===== src/rtl/nvqp_pkg.sv =====
package nvqp_pkg;

  localparam int unsigned ID_W     = 6;
  localparam int unsigned CNT_W    = 7;
  localparam int unsigned QID_W    = 16;
  localparam int unsigned WORD_W   = 16;
  localparam int unsigned CODE_W   = 15;
  localparam int unsigned STS_W    = 3;
  localparam int unsigned KIND_W   = 2;
  localparam int unsigned CFG_IDX_W = 4;
  localparam int unsigned CFG_DAT_W = 16;

  // Item kinds carried in tuser.
  localparam logic [KIND_W-1:0] KIND_GET    = 2'd0;
  localparam logic [KIND_W-1:0] KIND_SUBMIT = 2'd1;
  localparam logic [KIND_W-1:0] KIND_CQE    = 2'd2;
  localparam logic [KIND_W-1:0] KIND_PUT    = 2'd3;

  // Result status codes.
  localparam logic [STS_W-1:0] STS_OK      = 3'd0;
  localparam logic [STS_W-1:0] STS_NO_ID   = 3'd1;
  localparam logic [STS_W-1:0] STS_STALE   = 3'd2;
  localparam logic [STS_W-1:0] STS_BAD     = 3'd3;
  localparam logic [STS_W-1:0] STS_FOREIGN = 3'd4;

  // Per-id life cycle.
  localparam logic [1:0] ID_AVAIL  = 2'd0;
  localparam logic [1:0] ID_ALLOC  = 2'd1;
  localparam logic [1:0] ID_SUBMIT = 2'd2;
  localparam logic [1:0] ID_DONE   = 2'd3;

  // Configuration register indexes.
  localparam logic [CFG_IDX_W-1:0] REG_QUEUE_ENTRIES = 4'd0;
  localparam logic [CFG_IDX_W-1:0] REG_OWN_SUBQ_ID   = 4'd1;

  typedef struct packed {
    logic capture;  // latch an accepted item and read both memories
    logic commit;   // resolve the item, update state, load the result register
    logic init;     // queue size written: reinitialise the pair
    logic own_we;   // own submission queue id written
  } nvqp_cmd_t;

endpackage


===== src/rtl/nvqp_ctrl.sv =====
module nvqp_ctrl
  import nvqp_pkg::*;
(
  input  logic                 clk,
  input  logic                 rst_n,
  input  logic                 in_tvalid,
  output logic                 in_tready,
  output logic                 out_tvalid,
  input  logic                 out_tready,
  input  logic                 cfg_valid,
  input  logic [CFG_IDX_W-1:0] cfg_index,
  output nvqp_cmd_t            cmd
);

  typedef enum logic {
    S_IDLE,
    S_RESOLVE
  } state_t;

  state_t state_r;
  logic   out_valid_r;
  logic   accept;
  logic   commit;
  logic   pop;

  assign in_tready  = (state_r == S_IDLE);
  assign accept     = in_tvalid && in_tready;
  // The result register must be free, or be emptied in this cycle, before a commit.
  assign commit     = (state_r == S_RESOLVE) && (!out_valid_r || out_tready);
  assign pop        = out_valid_r && out_tready;
  assign out_tvalid = out_valid_r;

  always_comb begin
    cmd.capture = accept;
    cmd.commit  = commit;
    cmd.init    = cfg_valid && (cfg_index == REG_QUEUE_ENTRIES);
    cmd.own_we  = cfg_valid && (cfg_index == REG_OWN_SUBQ_ID);
  end

  always_ff @(posedge clk) begin
    if (!rst_n) begin
      state_r     <= S_IDLE;
      out_valid_r <= 1'b0;
    end else begin
      unique case (state_r)
        S_IDLE: begin
          if (accept) begin
            state_r <= S_RESOLVE;
          end
        end
        S_RESOLVE: begin
          if (commit) begin
            state_r <= S_IDLE;
          end
        end
        default: state_r <= S_IDLE;
      endcase
      if (commit) begin
        out_valid_r <= 1'b1;
      end else if (pop) begin
        out_valid_r <= 1'b0;
      end
    end
  end

endmodule


===== src/rtl/nvqp_dp.sv =====
module nvqp_dp
  import nvqp_pkg::*;
#(
  parameter int unsigned DEPTH = 64
) (
  input  logic                 clk,
  input  logic                 rst_n,
  input  nvqp_cmd_t            cmd,
  input  logic [CFG_DAT_W-1:0] cfg_data,
  input  logic [KIND_W-1:0]    in_kind,
  input  logic [ID_W-1:0]      in_cmd_id,
  input  logic [QID_W-1:0]     in_entry_subq_id,
  input  logic [WORD_W-1:0]    in_entry_status,
  output logic [STS_W-1:0]     out_result_status,
  output logic [ID_W-1:0]      out_granted_id,
  output logic                 out_doorbell_valid,
  output logic [ID_W-1:0]      out_doorbell_value,
  output logic [CODE_W-1:0]    out_completion_code,
  output logic                 out_requeue_signal
);

  localparam int unsigned AW = $clog2(DEPTH);
  localparam logic [CNT_W-1:0] DEPTH_C = CNT_W'(DEPTH);
  localparam logic [CNT_W-1:0] MIN_N   = CNT_W'(2);

  // Memories: entries that were never written since the last reinitialise read as
  // their reset value, tracked by one valid bit per entry.
  logic [ID_W-1:0] stack_mem [DEPTH];
  logic [1:0]      idst_mem  [DEPTH];
  logic [DEPTH-1:0] stack_vld_r;
  logic [DEPTH-1:0] idst_vld_r;

  // Configuration and queue state.
  logic [CNT_W-1:0] n_r;
  logic [QID_W-1:0] own_r;
  logic [CNT_W-1:0] free_cnt_r;
  logic [ID_W-1:0]  tail_r;
  logic [ID_W-1:0]  head_r;
  logic             phase_r;
  logic             rq_pend_r;

  // Captured item and registered memory reads.
  logic [KIND_W-1:0] kind_r;
  logic [ID_W-1:0]   id_r;
  logic [QID_W-1:0]  esq_r;
  logic [WORD_W-1:0] est_r;
  logic [ID_W-1:0]   stack_q_r;
  logic              stack_qv_r;
  logic [AW-1:0]     stack_qa_r;
  logic [1:0]        idst_q_r;
  logic              idst_qv_r;

  logic [AW-1:0]    stack_raddr;
  logic [CNT_W-1:0] fc_dec;
  logic [ID_W-1:0]  top_id;
  logic [1:0]       cur_st;
  logic             id_oob;
  logic [CNT_W-1:0] tail_inc;
  logic [CNT_W-1:0] head_inc;
  logic [CNT_W-1:0] cfg_n;

  // Resolved next values.
  logic [STS_W-1:0]  sts;
  logic [ID_W-1:0]   granted;
  logic              dbv;
  logic [ID_W-1:0]   dbval;
  logic [CODE_W-1:0] code;
  logic              rq;
  logic [CNT_W-1:0]  free_cnt_nxt;
  logic [ID_W-1:0]   tail_nxt;
  logic [ID_W-1:0]   head_nxt;
  logic              phase_nxt;
  logic              rq_pend_nxt;
  logic              stack_we;
  logic              idst_we;
  logic [AW-1:0]     idst_waddr;
  logic [1:0]        idst_wdata;

  assign fc_dec      = free_cnt_r - CNT_W'(1);
  assign stack_raddr = fc_dec[AW-1:0];
  assign top_id      = stack_qv_r ? stack_q_r : ID_W'(stack_qa_r);
  assign cur_st      = idst_qv_r ? idst_q_r : ID_AVAIL;
  assign id_oob      = ({1'b0, id_r} >= n_r);
  assign tail_inc    = {1'b0, tail_r} + CNT_W'(1);
  assign head_inc    = {1'b0, head_r} + CNT_W'(1);

  always_comb begin
    if (cfg_data[CNT_W-1:0] < MIN_N) begin
      cfg_n = MIN_N;
    end else if (cfg_data[CNT_W-1:0] > DEPTH_C) begin
      cfg_n = DEPTH_C;
    end else begin
      cfg_n = cfg_data[CNT_W-1:0];
    end
  end

  always_comb begin
    sts          = STS_OK;
    granted      = '0;
    dbv          = 1'b0;
    dbval        = '0;
    code         = '0;
    rq           = 1'b0;
    free_cnt_nxt = free_cnt_r;
    tail_nxt     = tail_r;
    head_nxt     = head_r;
    phase_nxt    = phase_r;
    rq_pend_nxt  = rq_pend_r;
    stack_we     = 1'b0;
    idst_we      = 1'b0;
    idst_waddr   = id_r[AW-1:0];
    idst_wdata   = ID_AVAIL;
    unique case (kind_r)
      KIND_GET: begin
        if (free_cnt_r == '0 || free_cnt_r > n_r) begin
          rq_pend_nxt = 1'b1;
          sts         = STS_NO_ID;
        end else begin
          free_cnt_nxt = fc_dec;
          granted      = top_id;
          idst_waddr   = top_id[AW-1:0];
          idst_wdata   = ID_ALLOC;
          idst_we      = ({1'b0, top_id} < n_r);
        end
      end
      KIND_SUBMIT: begin
        if (id_oob || cur_st != ID_ALLOC) begin
          sts = STS_BAD;
        end else begin
          tail_nxt   = (tail_inc >= n_r) ? '0 : tail_inc[ID_W-1:0];
          idst_we    = 1'b1;
          idst_wdata = ID_SUBMIT;
          dbv        = 1'b1;
          dbval      = tail_nxt;
        end
      end
      KIND_CQE: begin
        if (est_r[0] != phase_r) begin
          sts = STS_STALE;
        end else begin
          // A fresh entry is always consumed, whatever it names.
          if (head_inc >= n_r) begin
            head_nxt  = '0;
            phase_nxt = ~phase_r;
          end else begin
            head_nxt = head_inc[ID_W-1:0];
          end
          dbv   = 1'b1;
          dbval = head_nxt;
          if (esq_r != own_r) begin
            sts = STS_FOREIGN;
          end else if (id_oob || cur_st != ID_SUBMIT) begin
            sts = STS_BAD;
          end else begin
            idst_we    = 1'b1;
            idst_wdata = ID_DONE;
            code       = est_r[WORD_W-1:1];
          end
        end
      end
      KIND_PUT: begin
        if (id_oob || cur_st != ID_DONE) begin
          sts = STS_BAD;
        end else begin
          idst_we    = 1'b1;
          idst_wdata = ID_AVAIL;
          if (free_cnt_r < n_r) begin
            stack_we     = 1'b1;
            free_cnt_nxt = free_cnt_r + CNT_W'(1);
          end
          rq          = rq_pend_r;
          rq_pend_nxt = 1'b0;
        end
      end
      default: sts = STS_OK;
    endcase
  end

  // Memory ports: one read each at capture, one write each at commit.
  always_ff @(posedge clk) begin
    if (cmd.capture) begin
      stack_q_r <= stack_mem[stack_raddr];
      idst_q_r  <= idst_mem[in_cmd_id[AW-1:0]];
    end
    if (cmd.commit && stack_we) begin
      stack_mem[free_cnt_r[AW-1:0]] <= id_r;
    end
    if (cmd.commit && idst_we) begin
      idst_mem[idst_waddr] <= idst_wdata;
    end
  end

  always_ff @(posedge clk) begin
    if (cmd.capture) begin
      kind_r     <= in_kind;
      id_r       <= in_cmd_id;
      esq_r      <= in_entry_subq_id;
      est_r      <= in_entry_status;
      stack_qv_r <= stack_vld_r[stack_raddr];
      stack_qa_r <= stack_raddr;
      idst_qv_r  <= idst_vld_r[in_cmd_id[AW-1:0]];
    end
    if (cmd.commit) begin
      out_result_status   <= sts;
      out_granted_id      <= granted;
      out_doorbell_valid  <= dbv;
      out_doorbell_value  <= dbval;
      out_completion_code <= code;
      out_requeue_signal  <= rq;
    end
  end

  always_ff @(posedge clk) begin
    if (!rst_n) begin
      n_r         <= DEPTH_C;
      own_r       <= '0;
      free_cnt_r  <= DEPTH_C;
      tail_r      <= '0;
      head_r      <= '0;
      phase_r     <= 1'b1;
      rq_pend_r   <= 1'b0;
      stack_vld_r <= '0;
      idst_vld_r  <= '0;
    end else begin
      if (cmd.own_we) begin
        own_r <= cfg_data;
      end
      if (cmd.init) begin
        n_r         <= cfg_n;
        free_cnt_r  <= cfg_n;
        tail_r      <= '0;
        head_r      <= '0;
        phase_r     <= 1'b1;
        rq_pend_r   <= 1'b0;
        stack_vld_r <= '0;
        idst_vld_r  <= '0;
      end else if (cmd.commit) begin
        free_cnt_r <= free_cnt_nxt;
        tail_r     <= tail_nxt;
        head_r     <= head_nxt;
        phase_r    <= phase_nxt;
        rq_pend_r  <= rq_pend_nxt;
        if (stack_we) begin
          stack_vld_r[free_cnt_r[AW-1:0]] <= 1'b1;
        end
        if (idst_we) begin
          idst_vld_r[idst_waddr] <= 1'b1;
        end
      end
    end
  end

endmodule


===== src/rtl/nvme_queue_pair_command_tracker.sv =====
// Command id and ring tracker for one NVMe submission/completion queue pair.
// The in_ channel takes one event per beat: tuser is the kind (get id, submit,
// completion entry, put id) and tdata carries the id and the completion fields.
// The out_ channel returns exactly one result beat per event: status, granted id,
// doorbell write request and value, completion code and requeue flag.
// The cfg_ channel writes the queue size (index 0) or own queue id (index 1);
// it is always ready and is to be used only while no event is in flight.
// Writing the queue size restarts the pair as after reset, with that size; the own queue id is kept.
// Each event passes a capture step, which reads the free-id stack and the per-id
// state memory, and a resolve step, which resolves it and writes them back. The
// result beat is registered when the resolve step commits; a new event is taken
// only after the previous one has been resolved.
// The input accepts the next event while a result still waits; if the receiver
// stalls, that event is held in its resolve step until the result is taken.
// Reset restores a full stack with the highest id on top, every id free, tail
// and head at zero and the expected phase at one; no clearing pass is needed.
module nvme_queue_pair_command_tracker
  import nvqp_pkg::*;
#(
  parameter int unsigned MAX_ENTRIES = 64
) (
  input  logic                 clk,
  input  logic                 rst_n,
  input  logic                 in_tvalid,
  output logic                 in_tready,
  input  logic [39:0]          in_tdata,  // cmd_id[5:0], entry_subq_id[21:6],
                                          // entry_status[37:22], zero [39:38]
  input  logic [KIND_W-1:0]    in_tuser,  // kind[1:0]
  output logic                 out_tvalid,
  input  logic                 out_tready,
  output logic [31:0]          out_tdata, // result_status[2:0], granted_id[8:3],
                                          // doorbell_valid[9], doorbell_value[15:10],
                                          // completion_code[30:16], requeue_signal[31]
  input  logic                 cfg_valid,
  output logic                 cfg_ready,
  input  logic [CFG_IDX_W-1:0] cfg_index,
  input  logic [CFG_DAT_W-1:0] cfg_data
);

  localparam int unsigned DEPTH = (MAX_ENTRIES < 64) ? MAX_ENTRIES : 64;

  nvqp_cmd_t         cmd;
  logic [STS_W-1:0]  res_sts;
  logic [ID_W-1:0]   res_gid;
  logic              res_dbv;
  logic [ID_W-1:0]   res_dbval;
  logic [CODE_W-1:0] res_code;
  logic              res_rq;

  assign cfg_ready = 1'b1;

  nvqp_ctrl u_ctrl (
    .clk        (clk),
    .rst_n      (rst_n),
    .in_tvalid  (in_tvalid),
    .in_tready  (in_tready),
    .out_tvalid (out_tvalid),
    .out_tready (out_tready),
    .cfg_valid  (cfg_valid),
    .cfg_index  (cfg_index),
    .cmd        (cmd)
  );

  nvqp_dp #(
    .DEPTH (DEPTH)
  ) u_dp (
    .clk                 (clk),
    .rst_n               (rst_n),
    .cmd                 (cmd),
    .cfg_data            (cfg_data),
    .in_kind             (in_tuser),
    .in_cmd_id           (in_tdata[5:0]),
    .in_entry_subq_id    (in_tdata[21:6]),
    .in_entry_status     (in_tdata[37:22]),
    .out_result_status   (res_sts),
    .out_granted_id      (res_gid),
    .out_doorbell_valid  (res_dbv),
    .out_doorbell_value  (res_dbval),
    .out_completion_code (res_code),
    .out_requeue_signal  (res_rq)
  );

  assign out_tdata = {res_rq, res_code, res_dbval, res_dbv, res_gid, res_sts};

endmodule

===== config.mk =====
export PLATFORM = sky130hd
export DESIGN_NAME = nvme_queue_pair_command_tracker
export DESIGN_NICKNAME = d
export VERILOG_FILES = /design/src/rtl/nvqp_pkg.sv /design/src/rtl/nvqp_ctrl.sv /design/src/rtl/nvqp_dp.sv /design/src/rtl/nvme_queue_pair_command_tracker.sv
export SDC_FILE = /design/constraint.sdc
export NUM_CORES = 1
export LEC_CHECK = 0
export BUFFER_PORTS_ARGS = -buffer_cell sky130_fd_sc_hd__buf_2
export CAP_MARGIN = 5
export CORE_MARGIN = 2
export CORE_UTILIZATION = 40
export CTS_CLUSTER_SIZE = 12
export DETAILED_ROUTE_END_ITERATION = 8
export MAX_ROUTING_LAYER = met4
export PLACE_DENSITY_LB_ADDON = 0.3
export SYNTH_ARGS = -nofsm -noshare
export SYNTH_HDL_FRONTEND = slang
export SYNTH_SLANG_ARGS = --single-unit

===== constraint.sdc =====
create_clock -name clk -period 5.39 [get_ports clk]
set_clock_uncertainty 0.1 [all_clocks]
set_input_delay 1.3475 -clock clk [delete_from_list [all_inputs] [get_ports clk]]
set_output_delay 1.3475 -clock clk [all_outputs]
set_load 0.05 [all_outputs]

==> results of run 1 <==
-- sequential cells by signal (all words and copies together), names as in the netlist, 7 cells and up --
| register | flops |
|---|---|
| u_dp.free_cnt_r | 7 |
| u_dp.own_r | 16 |
| u_dp.stack_mem | 384 |
| u_dp.n_r | 7 |
| u_dp.est_r | 16 |
| u_dp.out_completion_code | 15 |
| u_dp.stack_vld_r | 64 |
| u_dp.esq_r | 16 |
| u_dp.idst_vld_r | 64 |
| u_dp.idst_mem | 128 |
-- power by group --
| part | switching, mW | internal [mW] |
|---|---|---|
| Sequential | 0.0310 | 6.51 |
| Clock | 2.30 | 3.22 |
| Combinational | 0.680 | 0.400 |
| Total | 3.01 | 10.1 |
-- kinds of logic (layout without fill, tap and decap cells) --
| kind of cell | count (synthesis) | count (layout) | share of synthesized area |
|---|---|---|---|
| compound gates | 244 | 244 | 0.0552 |
| flops | 774 | 774 | 0.677 |
| other cells | 1 | 1 | 0.000118 |
| xor+xnor | 34 | 34 | 0.00938 |
| simple gates | 436 | 436 | 0.0693 |
| fa+ha+maj | 41 | 41 | 0.0162 |
| buf+inv | 141 | 326 | 0.0194 |
| mux | 222 | 222 | 0.153 |
-- layer usage --
metal	part of all wire	global-route usage
met1	0.43	0.242
met2	0.49	0.293
met3	0.058	0.0282
met4	0.023	0.0500
met5	0	-
-- final cells by class --
cell class / count / area, um^2
multi-input cells: 978 / 9700
inverters: 36 / 135
well taps: 1050 / 1310
clock buffers: 131 / 2360
flip-flops and latches: 774 / 21500
clock inverters: 20 / 329
repair buffers: 139 / 863
fillers: 6679 / 42500
-- synthesized netlist by cell type (27+ instances only) --
cell        n  area, um^2
mux4_2    210        4730
clkbuf_1   62         233
nor2_1    119         447
nor3_1     69         345
xnor2_1    27         236
dfxtp_1   174        3480
edfxtp_1  600       18000
o21a_1     66         495
nand3_1    42         210
ha_1       41         513
nand2_1    93         349
a21oi_1    45         225
inv_1      34         128
-- worst max path at each step --
stage	endpoint	slack, ns	startpoint
6_report	u_dp.idst_mem[56][0]	1.09	u_dp.stack_qv_r
3_3_place_gp	u_dp.idst_mem[20][0]	1.24	u_dp.stack_qv_r
3_5_place_dp	u_dp.idst_mem[44][0]	1.16	u_dp.stack_qv_r
4_1_cts	u_dp.idst_mem[56][0]	1.10	u_dp.stack_qv_r
5_1_grt	u_dp.idst_mem[36][0]	0.88	u_dp.stack_qv_r
2_1_floorplan	u_dp.idst_mem[0][1]	0.56	u_dp.id_r[0]
-- metrics by stage --
stage | utilization | hold WS (ns)
4_1_cts | 0.460 | 0.350
6_report | 0.460 | 0.351
3_5_place_dp | 0.426 | 0.342
2_1_floorplan | - | 0.320
3_3_place_gp | 0.426 | 0.331
5_1_grt | 0.460 | 0.370
-- worst reg2reg max path: stages (launching register included) --
cell and delay, ns:
edfxtp_1 0.56, mux2i_1 0.54, inv_1 0.23, ha_1 0.35
and4b_1 0.20, o21ai_0 0.07, a21oi_1 0.08, o31ai_2 0.30
and2_1 0.24, nand3_2 0.66, nor3_1 0.59
==> summary.txt, run 1 <==
Pin slew with the least headroom to its limit = 1.27 ns
Grt total ovfl = 0
Setup ws final = 1.09 ns
Non-filler cells, final = 3128
Avg Cell Area, Syn = 16.8 um^2
Vias in the first global route = 17800
R2R Path Start = u_dp.stack_qv_r
Dpl hpwl = 44900 um
Initial antenna violation count = 0
EDFF count, synth = 600
Placement Cell Area = 33500 um^2
DP Worst Slack = 1.16 ns
Mean routed wirelength per cell = 22.9 um
Min-delay src = u_dp.idst_vld_r[46]
Worst path bufs/invs = 1
Cts hold-fix bufs = 0
# IOs = 102
Peak supply drop = 0.000238 V
Area Growth Syn to Fin = 14.1%
Final Setup Violations = 0
Layout cells sized above 1 = 0.246
CP max-delay cell = nand3_2
Worst-skew pair later-pin latency = 0.63 ns
Final period util = 0.798
Hold depth = 2
Largest net degree at the start of global routing = 115
Crit path capture type = flop
Deepest clock path buffer count = 3
Post_cts resized = 0
Sum Neg Setup Slack = 0 ns
Core region area = 78700 um^2
RSZ-0062 raised after global routing = no
Power density over cell area = 363 nW/um^2
Die W = 286 um
Peak Freq = 232 MHz
Slowest stage delay, CP = 0.66 ns
Post-synthesis async set-or-reset flop share = 0
Commonest non-fill, non-tap cell in the layout = edfxtp_1
Remaining DRCs = 0
Top delay family on crit path = simple AND/OR/NAND/NOR gates
Fin area = 36200 um^2
WP data required = 5.53 ns
Arr. time, crit path = 4.44 ns
Post-Syn Area = 31700 um^2
Worst Reg2Reg Path Length in Cells = 10
CTS tree = done
Row count = 103
Crit path depth = 10
Yosys cell types = 77
Slew Limit Fails = 0
Worst min path class = flop to flop
Most frequent cells in the layout = 600 x edfxtp_1, 210 x mux4_2, 173 x dfxtp_1
Die Y = 286 um
Clock Sinks = 774
Clock slew at the register clock pins of the worst setup and hold paths = 0.06 ns
Vias = 17600
RR Endpoint = u_dp.idst_mem[56][0]
Antenna viol nets, final = 0
Post-synthesis sequential area ratio = 0.677
WL final = 71800 um
Synth Warn # = 0
Synthesized flop and latch total = 774
Slew margin rel. = 0.141
Inserted Diodes = 0
Status = finished, final reports clean
Fin crit period = 4.30 ns
H-tree Lvls = 3
Initial Utilization = 0.403
Worst hold endpoint = u_dp.idst_vld_r[46]
GPL Wtd Cong = 0.825
Initial detailed-routing violation count = 1524
First drt pass iteration count = 5
Post-Syn Instances = 1893
Kind of critical path = flop to flop
P_leak = 11.7 nW
CP cell instances = mux2i_1 > inv_1 > ha_1 > and4b_1 > o21ai_0 > a21oi_1 > o31ai_2 > and2_1 > nand3_2 > nor3_1
Max_cap viols = 0
Vias per cell = 5.62
Final Power = 13.1 mW
Clock Root Buffer = clkbuf_16
Startpoint types = flop
Final Hold Vio Count = 0
Final layout net count = 2118
I/O Buffers = 98
Top FF cell, synth = edfxtp_1
TritonCTS Buffers = 81
Total Routing Usage GR = 0.182
Reg2reg setup slack = 1.09 ns
Mapped Nets = 2001
CP Max Fanout = 32
Die area = 81600 um^2
Postcts setup bufs = 0
Global-route wire length before repair = 110000 um
Placed insts = 2977
Note: power is estimated with default switching activity, not from simulation.
==> inputs of run 2 (changes only) <==
- ABC_AREA: not set -> 1
- clock period: 5.39 -> 4.1 ns (I/O delays scaled with it)
==> run 2 against run 1 <==
Die area up 2.2%. Design area is 2.0% higher. Combinational power increased by 83%. Utilization about the same. Sequential share of layout area is 1.2 points lower. Maximum frequency up 25%. Hold slack got worse by 0.0064 ns. Clock power rose by 33%. Setup slack worse by 0.44 ns. Global-route usage up 1.2 points. Critical path type unchanged. Largest power group unchanged. Highest routed layer unchanged.
==> summary.txt, run 2 <==
Die Y = 289 um
Fin crit period = 3.46 ns
Worst Reg2Reg Path Length in Cells = 11
Crit path capture type = flop
CP max-delay cell = dfxtp_1
Reg2reg setup slack = 0.64 ns
Row count = 104
Deepest clock path buffer count = 3
Initial detailed-routing violation count = 1980
Peak supply drop = 0.000290 V
Final Setup Violations = 0
Cts hold-fix bufs = 0
Vias in the first global route = 21200
Largest net degree at the start of global routing = 231
Global-route wire length before repair = 122000 um
Synth top area share = 0.555
Clock slew at the register clock pins of the worst setup and hold paths = 0.06 ns
Final Power = 18.0 mW
Fillers = 7386
Slowest stage delay, CP = 0.66 ns
WL final = 79500 um
Initial Utilization = 0.403
Die area = 83400 um^2
TritonCTS Buffers = 83
Grt total ovfl = 0
DP Worst Slack = 0.689 ns
Area Growth Syn to Fin = 13.9%
Post-Syn Area = 32400 um^2
Final layout net count = 3193
Synth Warn # = 0
H-tree Lvls = 3
Postcts setup bufs = 0
R2R Path Start = u_dp.free_cnt_r[2]
CTS tree = done
Antenna viol nets, final = 0
Avg Cell Area, Syn = 10.8 um^2
Yosys cell types = 56
P_leak = 13.5 nW
Status = finished, final reports clean
Crit path capture = u_dp.stack_mem[43][2]
I/O Buffers = 98
RSZ-0062 raised after global routing = no
Most frequent cells in the layout = 600 x edfxtp_1, 574 x nor2_1, 404 x o21ai_0
Mapped Nets = 3113
WP data required = 4.28 ns
Area contributors post-synth = edfxtp_1 56%, dfxtp_1 11%, nor2_1 6.7%
Final period util = 0.843
Max_cap viols = 0
CP cell instances = ha_1 > a21oi_1 > nand2_1 > nand2_1 > nand2_1 > nor2_1 > nand2_2 > inv_1 > nand3_1 > buf_4 > nor2_1
Dpl hpwl = 47500 um
Vias per cell = 5.30
Total Routing Usage GR = 0.195
Remaining DRCs = 0
Commonest cells post-synth = 600 x edfxtp_1, 575 x nor2_1, 404 x o21ai_0
GPL Wtd Cong = 0.841
Max reg flops = 384
Sequential Area = 21500 um^2
Post_cts resized = 0
Hold Worst Slack = 0.345 ns
Startpoint types = flop
Slew Limit Fails = 0
Crit path top cell by count = nand2_1
Synthesized flop and latch total = 774
Commonest non-fill, non-tap cell in the layout = edfxtp_1
Post-Syn Instances = 3005
Post-synthesis sequential area ratio = 0.663
Peak Freq = 289 MHz
Die W = 289 um
Clock Sinks = 774
EDFF count, synth = 600
Top FF cell, synth = edfxtp_1
Area of the multi-input gates = 9280 um^2
Worst min path class = flop to flop
Worst-skew pair later-pin latency = 0.66 ns
Pin slew with the least headroom to its limit = 1.08 ns
Kind of critical path = flop to flop
Yosys top cell by area = edfxtp_1
Post-synthesis async set-or-reset flop share = 0
Vias = 22300
CP Max Fanout = 11
RR Endpoint = u_dp.stack_mem[43][2]
Power density over cell area = 486 nW/um^2
Final Hold Vio Count = 0
Clock Root Buffer = clkbuf_16
Critical path launch point = u_dp.free_cnt_r[2]
Most numerous cell in the Yosys netlist = edfxtp_1
Mean routed wirelength per cell = 18.9 um
Layout cells sized above 1 = 0.106
Core region area = 80400 um^2
Setup ws final = 0.644 ns
Inserted Diodes = 0
First drt pass iteration count = 6
Arr. time, crit path = 3.64 ns
Sum Neg Setup Slack = 0 ns
# IOs = 102
Slew margin rel. = 0.278
Initial antenna violation count = 0
run 2: layout make-up:
class / instances / area share
inverters: 284 / 0.0290
flip-flops and latches: 774 / 0.582
multi-input cells: 1784 / 0.251
well taps: 1060 / 0.0359
clock buffers: 126 / 0.0648
repair buffers: 158 / 0.0286
clock inverters: 27 / 0.00857
run 2: how the worst min path moves through the flow:
stage | from | to | slack, ns | cells after the start
2_1_floorplan | u_dp.idst_vld_r[0] | u_dp.idst_vld_r[0] | 0.33 | 2
3_3_place_gp | u_dp.idst_vld_r[36] | u_dp.idst_vld_r[36] | 0.33 | 2
3_5_place_dp | u_dp.idst_vld_r[54] | u_dp.idst_vld_r[54] | 0.34 | 2
4_1_cts | u_dp.idst_vld_r[46] | u_dp.idst_vld_r[46] | 0.35 | 2
5_1_grt | u_dp.idst_vld_r[46] | u_dp.idst_vld_r[46] | 0.37 | 2
6_report | u_dp.idst_vld_r[56] | u_dp.idst_vld_r[56] | 0.34 | 2
run 2: worst max-delay path: cells and delay by family, from the launching register on:
kind                     cells  cell delay (ns)
AND/OR/NAND/NOR              7             1.35
flip-flops                   1             0.66
buffers and inverters        2             0.47
adder cells (fa/ha/maj)      1             0.35
AO/OA/AOI/OAI                1             0.13
run 2: kinds of logic after synthesis:
family          synth area share
xor+xnor                 0.00702
mux                     0.000926
other cells             0.000116
simple gates               0.125
compound gates             0.135
fa+ha+maj                 0.0158
buf+inv                   0.0532
flops                      0.663
run 2: metrics by stage:
step                cell area, um^2  utilization  std cells
detailed placement            34200        0.426       4060
global placement              34200        0.426       4060
global route                  36900        0.459       4213
floorplan                     32400            -       3005
finish                        36900        0.459       4213
CTS                           36900        0.459       4213
run 2: report_power, final:
| part | internal, mW | switching [mW] | total (mW) |
|---|---|---|---|
| clock | 4.25 | 3.10 | 7.35 |
| sequential | 8.57 | 0.0500 | 8.62 |
| combinational | 0.536 | 1.45 | 1.98 |
| total | 13.4 | 4.60 | 18.0 |
run 2: layer usage:
| layer | vias to the layer above | global-route usage | part of all wire |
|---|---|---|---|
| met2 | 707 | 0.303 | 0.46 |
| met4 | 0 | 0.0638 | 0.027 |
| met5 | - | - | 0 |
| li1 | 10700 | - | - |
| met3 | 141 | 0.0326 | 0.063 |
| met1 | 10800 | 0.259 | 0.45 |
